--- config.mk ---
export PLATFORM = sky130hd
export DESIGN_NAME = gql_ctrl
export DESIGN_NICKNAME = d
export VERILOG_FILES = /design/src/rtl/gql_pkg.sv /design/src/rtl/gql_ctrl.sv
export SDC_FILE = /design/constraint.sdc
export NUM_CORES = 1
export LEC_CHECK = 0
export BUFFER_PORTS_ARGS = -buffer_cell sky130_fd_sc_hd__buf_2
export CAP_MARGIN = 20
export CORE_AREA = 5 5 42 44
export DETAILED_ROUTE_END_ITERATION = 6
export DIE_AREA = 0 0 47 49
export PLACE_DENSITY_LB_ADDON = 0.12
export SKIP_LAST_GASP = 1
export SYNTH_ARGS = -nofsm -noshare
export SYNTH_HDL_FRONTEND = slang
export SYNTH_SLANG_ARGS = --single-unit
--- constraint.sdc ---
create_clock -name clk -period 1.5 [get_ports clk]
set_input_delay 0.45 -clock clk [delete_from_list [all_inputs] [get_ports clk]]
set_output_delay 0.45 -clock clk [all_outputs]
set_load 0.02 [all_outputs]
--- src/rtl/gql_pkg.sv ---
// shared types, constants and helpers of the glyph quad layout block
package gql_pkg;

	localparam int CODE_BITS      = 8;
	localparam int GLYPH_DEPTH    = 2 ** CODE_BITS;
	localparam int KERN_AW        = 2 * CODE_BITS;
	localparam int MAX_TEXT_CHARS = 16384;
	localparam int POS_BITS       = $clog2(MAX_TEXT_CHARS);
	localparam logic [POS_BITS-1:0] POS_MAX = POS_BITS'(MAX_TEXT_CHARS - 1);

	localparam logic [1:0] FUNC_GLYPH  = 2'd0;
	localparam logic [1:0] FUNC_KERN   = 2'd1;
	localparam logic [1:0] FUNC_PLACE  = 2'd2;
	localparam logic [1:0] FUNC_UNUSED = 2'd3;

	localparam logic [1:0] CFG_SCALE    = 2'd0;
	localparam logic [1:0] CFG_BASELINE = 2'd1;
	localparam logic [1:0] CFG_ATLAS_W  = 2'd2;
	localparam logic [1:0] CFG_ATLAS_H  = 2'd3;

	localparam logic [16:0] TEX_ONE = 17'd65536;

	typedef enum logic [3:0] {
		ST_CLEAR, ST_IDLE, ST_KMUL, ST_KADD, ST_MX1, ST_MY0, ST_MY1,
		ST_MADV, ST_PADV, ST_DIV, ST_DIVW, ST_OUT
	} state_t;

	typedef enum logic [2:0] {
		MUL_KERN, MUL_OX, MUL_OXW, MUL_HOY, MUL_OY, MUL_ADV
	} mul_sel_t;

	typedef enum logic [2:0] {
		ACC_NONE, ACC_PEN, ACC_X0, ACC_X1, ACC_Y0, ACC_Y1
	} acc_sel_t;

	typedef enum logic [1:0] {
		JOB_U0, JOB_V0, JOB_U1, JOB_V1
	} job_t;

	typedef struct packed {
		logic [11:0] ax;
		logic [11:0] ay;
		logic [7:0]  w;
		logic [7:0]  h;
		logic [7:0]  ox;
		logic [7:0]  oy;
		logic [7:0]  adv;
	} glyph_t;

	typedef struct packed {
		logic     accept;
		logic     clr_en;
		mul_sel_t mul_sel;
		acc_sel_t acc_sel;
		logic     div_start;
		logic     div_store;
		job_t     div_job;
		logic     out_load;
	} cmd_t;

	typedef struct packed {
		logic clr_last;
		logic div_done;
	} sts_t;

	// pen sum to 24 bit signed
	function automatic logic signed [23:0] sat_pen(input logic signed [27:0] v);
		logic signed [23:0] r;
		if (v > 28'sd8388607) r = 24'sh7FFFFF;
		else if (v < -28'sd8388608) r = 24'sh800000;
		else r = v[23:0];
		return r;
	endfunction

	// q.8 to q12.4, round half up, saturate
	function automatic logic [15:0] to_q4(input logic signed [27:0] v);
		logic signed [28:0] t;
		logic signed [24:0] q;
		logic [15:0] r;
		t = 29'(v) + 29'sd8;
		q = 25'(t >>> 4);
		if (q > 25'sd32767) r = 16'h7FFF;
		else if (q < -25'sd32768) r = 16'h8000;
		else r = q[15:0];
		return r;
	endfunction

endpackage

--- src/rtl/gql_ctrl.sv ---
// sequencing state machine of the glyph quad layout block
module gql_ctrl (
	input  logic         clk,
	input  logic         arst_n,
	input  logic         in_valid,
	input  logic [1:0]   func,
	input  logic         out_ready,
	input  gql_pkg::sts_t sts,
	output logic         in_ready,
	output logic         out_valid,
	output gql_pkg::cmd_t cmd
);
	import gql_pkg::*;

	state_t state_q, state_d;
	job_t   job_q, job_d;
	logic   out_valid_q;

	always_ff @(posedge clk or negedge arst_n) begin
		if (!arst_n) begin
			state_q     <= ST_CLEAR;
			job_q       <= JOB_U0;
			out_valid_q <= 1'b0;
		end else begin
			state_q <= state_d;
			job_q   <= job_d;
			if (cmd.out_load) out_valid_q <= 1'b1;
			else if (out_ready) out_valid_q <= 1'b0;
		end
	end

	always_comb begin
		state_d       = state_q;
		job_d         = job_q;
		in_ready      = 1'b0;
		cmd           = '0;
		cmd.mul_sel   = MUL_KERN;
		cmd.acc_sel   = ACC_NONE;
		cmd.div_job   = job_q;
		case (state_q)
			ST_CLEAR: begin
				cmd.clr_en = 1'b1;
				if (sts.clr_last) state_d = ST_IDLE;
			end
			ST_IDLE: begin
				in_ready   = 1'b1;
				cmd.accept = in_valid;
				if (in_valid && func == FUNC_PLACE) state_d = ST_KMUL;
			end
			ST_KMUL: begin
				cmd.mul_sel = MUL_KERN;
				state_d     = ST_KADD;
			end
			ST_KADD: begin
				cmd.acc_sel = ACC_PEN;
				cmd.mul_sel = MUL_OX;
				state_d     = ST_MX1;
			end
			ST_MX1: begin
				cmd.acc_sel = ACC_X0;
				cmd.mul_sel = MUL_OXW;
				state_d     = ST_MY0;
			end
			ST_MY0: begin
				cmd.acc_sel = ACC_X1;
				cmd.mul_sel = MUL_HOY;
				state_d     = ST_MY1;
			end
			ST_MY1: begin
				cmd.acc_sel = ACC_Y0;
				cmd.mul_sel = MUL_OY;
				state_d     = ST_MADV;
			end
			ST_MADV: begin
				cmd.acc_sel = ACC_Y1;
				cmd.mul_sel = MUL_ADV;
				state_d     = ST_PADV;
			end
			ST_PADV: begin
				cmd.acc_sel = ACC_PEN;
				job_d       = JOB_U0;
				state_d     = ST_DIV;
			end
			ST_DIV: begin
				cmd.div_start = 1'b1;
				state_d       = ST_DIVW;
			end
			ST_DIVW: begin
				if (sts.div_done) begin
					cmd.div_store = 1'b1;
					if (job_q == JOB_V1) begin
						state_d = ST_OUT;
					end else begin
						job_d   = job_t'(job_q + 2'd1);
						state_d = ST_DIV;
					end
				end
			end
			ST_OUT: begin
				if (!out_valid_q || out_ready) begin
					cmd.out_load = 1'b1;
					state_d      = ST_IDLE;
				end
			end
			default: state_d = ST_IDLE;
		endcase
	end

	assign out_valid = out_valid_q;

endmodule

# Yosys cells after proc, flatten, opt, wreduce, memory -nomap -nowiden
# Cells that the tools add are included.
dict set report totals {
  ff_bits 7
  latch_bits 0
  mem_bits_rw 0
  romBits 0
  input_bits 8
  output_inout_bits 15
  elab_cells 52
  n_memories 0
}
dict set report op_classes {
  n_addsub 1
  multipliers 0
  div 0
  n_lt_le_gt_ge 0
  eq_ne 18
  shifts 0
  mux 21
  bitwise 0
  reduce_logical 9
}
# operator count
set op_table {}
lappend op_table {{$pmux W4 S12} 1}
lappend op_table {{$pmux W3 S5} 2}
lappend op_table {{$eq A4 B3 Y1 const B} 4}
lappend op_table {{$eq A4 B4 Y1 const B} 4}
lappend op_table {{$mux W4} 4}
lappend op_table {{$mux W1} 10}
lappend op_table {{$ne A2 B2 Y1 const B} 5}
lappend op_table {{$eq A4 B2 Y1 const B} 2}
lappend op_table {{$mux W2} 3}
lappend op_table {{$eq A2 B2 Y1 const B} 2}
lappend op_table {{$eq A4 B1 Y1 const B} 1}
lappend op_table {{$logic_not A4 Y1} 1}
lappend op_table {{$pmux W2 S2} 1}
lappend op_table {{$reduce_and A4 Y1} 1}
lappend op_table {{$reduce_bool A2 Y1} 2}
lappend op_table {{$reduce_and A3 Y1} 1}
lappend op_table {{$add A2 B1 Y2 const B} 1}
lappend op_table {{$reduce_or A2 Y1} 1}
lappend op_table {{$logic_and A1 B1 Y1} 1}
lappend op_table {{$logic_not A1 Y1} 1}
lappend op_table {{$logic_or A1 B1 Y1} 1}

# Depth between registers and ports, before layout
dict set report depth {
  word_depth 5
  mapped_depth 5
}

# Worst setup path before layout
# OpenSTA, ideal clock, no wires.
dict set report synth_path {
  path_type {register -> output}
  from {register state_q[0]}
  to {output port cmd[12] (netlist bit)}
  arrival_ns 1.422
  required_time_ns 1.050
  path_slack_ns -0.372
  stages_incl_launch_ff 5
  cell_sequence {dfrtp_1 buf_2 nand2b_1 nor3_1 and2_1}
}
# element line_no
set synth_rtl {}
lappend synth_rtl {{start: declaration} gql_ctrl.sv:15} ;# state_t state_q, state_d;
lappend synth_rtl {{start signal: assignment} gql_ctrl.sv:25} ;# state_q <= state_d;
lappend synth_rtl {{end: declaration} gql_ctrl.sv:11} ;# output gql_pkg::cmd_t cmd

==> impl_metrics.py <==
metrics = {
    "status": {
        "outcome": "finished with violations",
        "violations": "setup timing",
    },
    "routing": {
        "routed.top_layer": "met4",
        "first_pass_iters": 4,
        "ant_nets": 0,
        "wl_met2_um": 791,
        "routedWlPerCell_um": 13.6,
        "drt-initial-drc-count": 25,
        "vias": 588,
        "wl_met3_um": 73,
        "wirelength_um": 1650,
        "via_per_inst": 4.86,
        "met1_length_um": 726,
        "drc": 0,
    },
    "die": {
        "core_sq_um": 1400,
        "ioPinCount": 23,
        "die_area_sq_um": 2300,
        "die_h_um": 49,
        "fp-row-count": 14,
        "start_util": 0.362,
        "die_w_um": 47,
    },
    "yosys": {
        "postSynthAreaPerCell_sq_um": 8.04,
        "netlist-cell-type-count": 28,
        "synth_edf_count": 0,
        "synth_seq_cells": 7,
        "syn-cell-area_sq_um": 507,
        "synth_warnings": 0,
        "synthArstFlopShare": 1.00,
        "syn-num-nets": 72,
        "synth-main-ff-cell": "dfrtp_1",
        "ys_seq_area_frac": 0.346,
        "synthCells": 63,
    },
    "final_layout": {
        "layout_commonest_cell": "buf_4",
        "n_antenna_cell": 0,
        "utilization": 0.672,
        "fillers": 114,
        "final_cell_mix": "buf_4 (23), buf_2 (11), nor2_1 (7), buf_6 (7), nand2_1 (6)",
        "area_growth_pct": 85.9,
        "seqCellArea_sq_um": 178,
        "fin_area_sq_um": 942,
        "multi_input_area_sq_um": 390,
        "fin_nets": 115,
        "fin_cells": 121,
        "layout-drive-gt1-share": 0.619,
    },
    "clocking": {
        "cts-root-buf": "clkbuf_4",
        "cts.sinks": 7,
        "insertion_delay_ns": 0.26,
        "clockBufferDepth": 2,
        "path_clk_slew_ns": 0.05,
        "cts_buffers": 3,
        "cts_hold_buf": 0,
        "cts_max_level": 1,
        "cts_tree": "yes",
    },
    "pwr": {
        "p_sw_mw": 1.03,
        "p_leak_nw": 0.448,
        "p_seq_frac": 0.166,
        "pwr-share-comb": 0.759,
        "clkPwrFrac": 0.076,
        "p_sw_frac": 0.435,
        "p_per_area_nw_per_um2": 2530,
        "ir_drop_mv": 1.24,
        "internal-power_mw": 1.35,
    },
    "setup_path": {
        "crit_top_cell": "buf_4",
        "worstPathArrival_ns": 1.39,
        "cpMaxStageDelayCell": "dfrtp_1",
        "critical_path.max_fanout": 5,
        "worst-endpoint-required_ns": 1.05,
        "crit_type": "reg2out",
        "start_kind": "flip-flop",
        "max_stage_delay_ns": 0.42,
        "end_kind": "output port",
        "cp_cell_sequence": "buf_4, or2b_4, nor2_2, buf_4",
    },
    "global_routing": {
        "antenna_found_initial": 0,
        "grt_usage": 0.157,
        "grt_pass1_vias": 572,
        "grt_max_degree": 10,
        "grt_pass1_wl_um": 2530,
        "overflow": 0,
    },
    "sta": {
        "rsz0062_at_grt": "true",
        "relSlewSlack": 0.823,
        "whs_ns": 0.0215,
        "clock.fmax_ghz": 0.542,
        "fin_crit_ns": 1.84,
        "report.final.slew_viol_count": 0,
        "hold_violations": 0,
        "tightest_slew_ns": 0.265,
        "setup_viol": 14,
        "final.period_utilization": 1.23,
        "worst_slack_ns": -0.344,
        "clock_skew_ns": 0.000915,
    },
    "placement": {
        "dpl-instance-area_sq_um": 739,
        "place_congestion": 0.761,
        "io_buffer_count": 22,
        "dp_hpwl_um": 1030,
        "placed_cells": 106,
    },
    "min_path": {
        "hp-class": "in2async",
    },
    "run": {
        "drv_cap": 0,
    },
}
## registers in the layout, summed over array words and instances (netlist names)
register / cells
job_q: 2
state_q: 4
out_valid: 1
## metrics by stage
stage | worst slack [ns] | total power, mW | TNS (ns)
floorplan | -0.0414 | 1.30 | -0.224
global placement | -0.0645 | 1.69 | -0.293
detailed placement | -0.0976 | 1.69 | -0.264
CTS | -0.343 | 2.14 | -3.17
global route | -0.380 | 2.55 | -4.24
finish | -0.344 | 2.38 | -3.39
## synthesized netlist by cell type (2+ instances only)
library cell  number  area, sq um
nor2_1            11         41.3
dfrtp_1            7          175
nand2_1            7         26.3
nand2b_1           5         31.3
nor2b_1            5         31.3
o21ai_0            4         20.0
buf_2              2         10.0
o211ai_1           2         15.0
## per-layer routing
| metal | vias up | track usage |
|---|---|---|
| met5 | - | 0 |
| met4 | 0 | 0.138 |
| met3 | 4 | 0.0221 |
| met2 | 19 | 0.222 |
| met1 | 265 | 0.196 |
| li1 | 300 | - |
## final cells by class
class / instances / share of cell area
Multi-Input combinational cell: 51 / 0.414
Timing Repair Buffer: 42 / 0.341
Clock buffer: 4 / 0.0279
Sequential cell: 7 / 0.189
Tap cell: 16 / 0.0212
Inverter: 1 / 0.00664
## what timing repair did
| item | 4_1_cts | 5_1_grt |
|---|---|---|
| buffers inserted | 5 | 6 |
| setup endpoints to repair | 14 | 16 |
| resized for setup | 19 | 12 |
| pin swaps | 2 | 6 |
| gates cloned | 0 | 0 |
## worst paths after layout
path	start	endpoint	slack, ns	cells past startpoint
max	state_q[3]	cmd[6]	-0.34	4
min in group clk	out_ready	out_valid	0.51	3
min reg2reg	job_q[1]	job_q[1]	0.54	2
max in group asynchronous	arst_n	state_q[2]	1.30	1
max reg2reg	state_q[1]	state_q[0]	-0.07	6
min	arst_n	job_q[0]	0.02	1
## critical path, delay by kind of cell, from the launching register on
family | cells | cell delay (ns)
DFF | 1 | 0.42
buffers and inverters | 2 | 0.32
and+or+nand+nor | 2 | 0.40
## power groups by stage
stage | Clock [mW] | Sequential (mW) | Combinational (mW)
floorplan | 0 | 0.376 | 0.925
global placement | 0 | 0.371 | 1.32
detailed placement | 0 | 0.372 | 1.32
CTS | 0.185 | 0.380 | 1.57
global route | 0.197 | 0.407 | 1.95
finish | 0.181 | 0.394 | 1.80
## cell families after synthesis
family,synth area share
buf+inv,0.0494
xor+xnor,0.0173
simple gates,0.385
mux,0.0222
compound gates,0.156
flops,0.346
fa+ha+maj,0.0247
(Power assumes the default switching activity.)
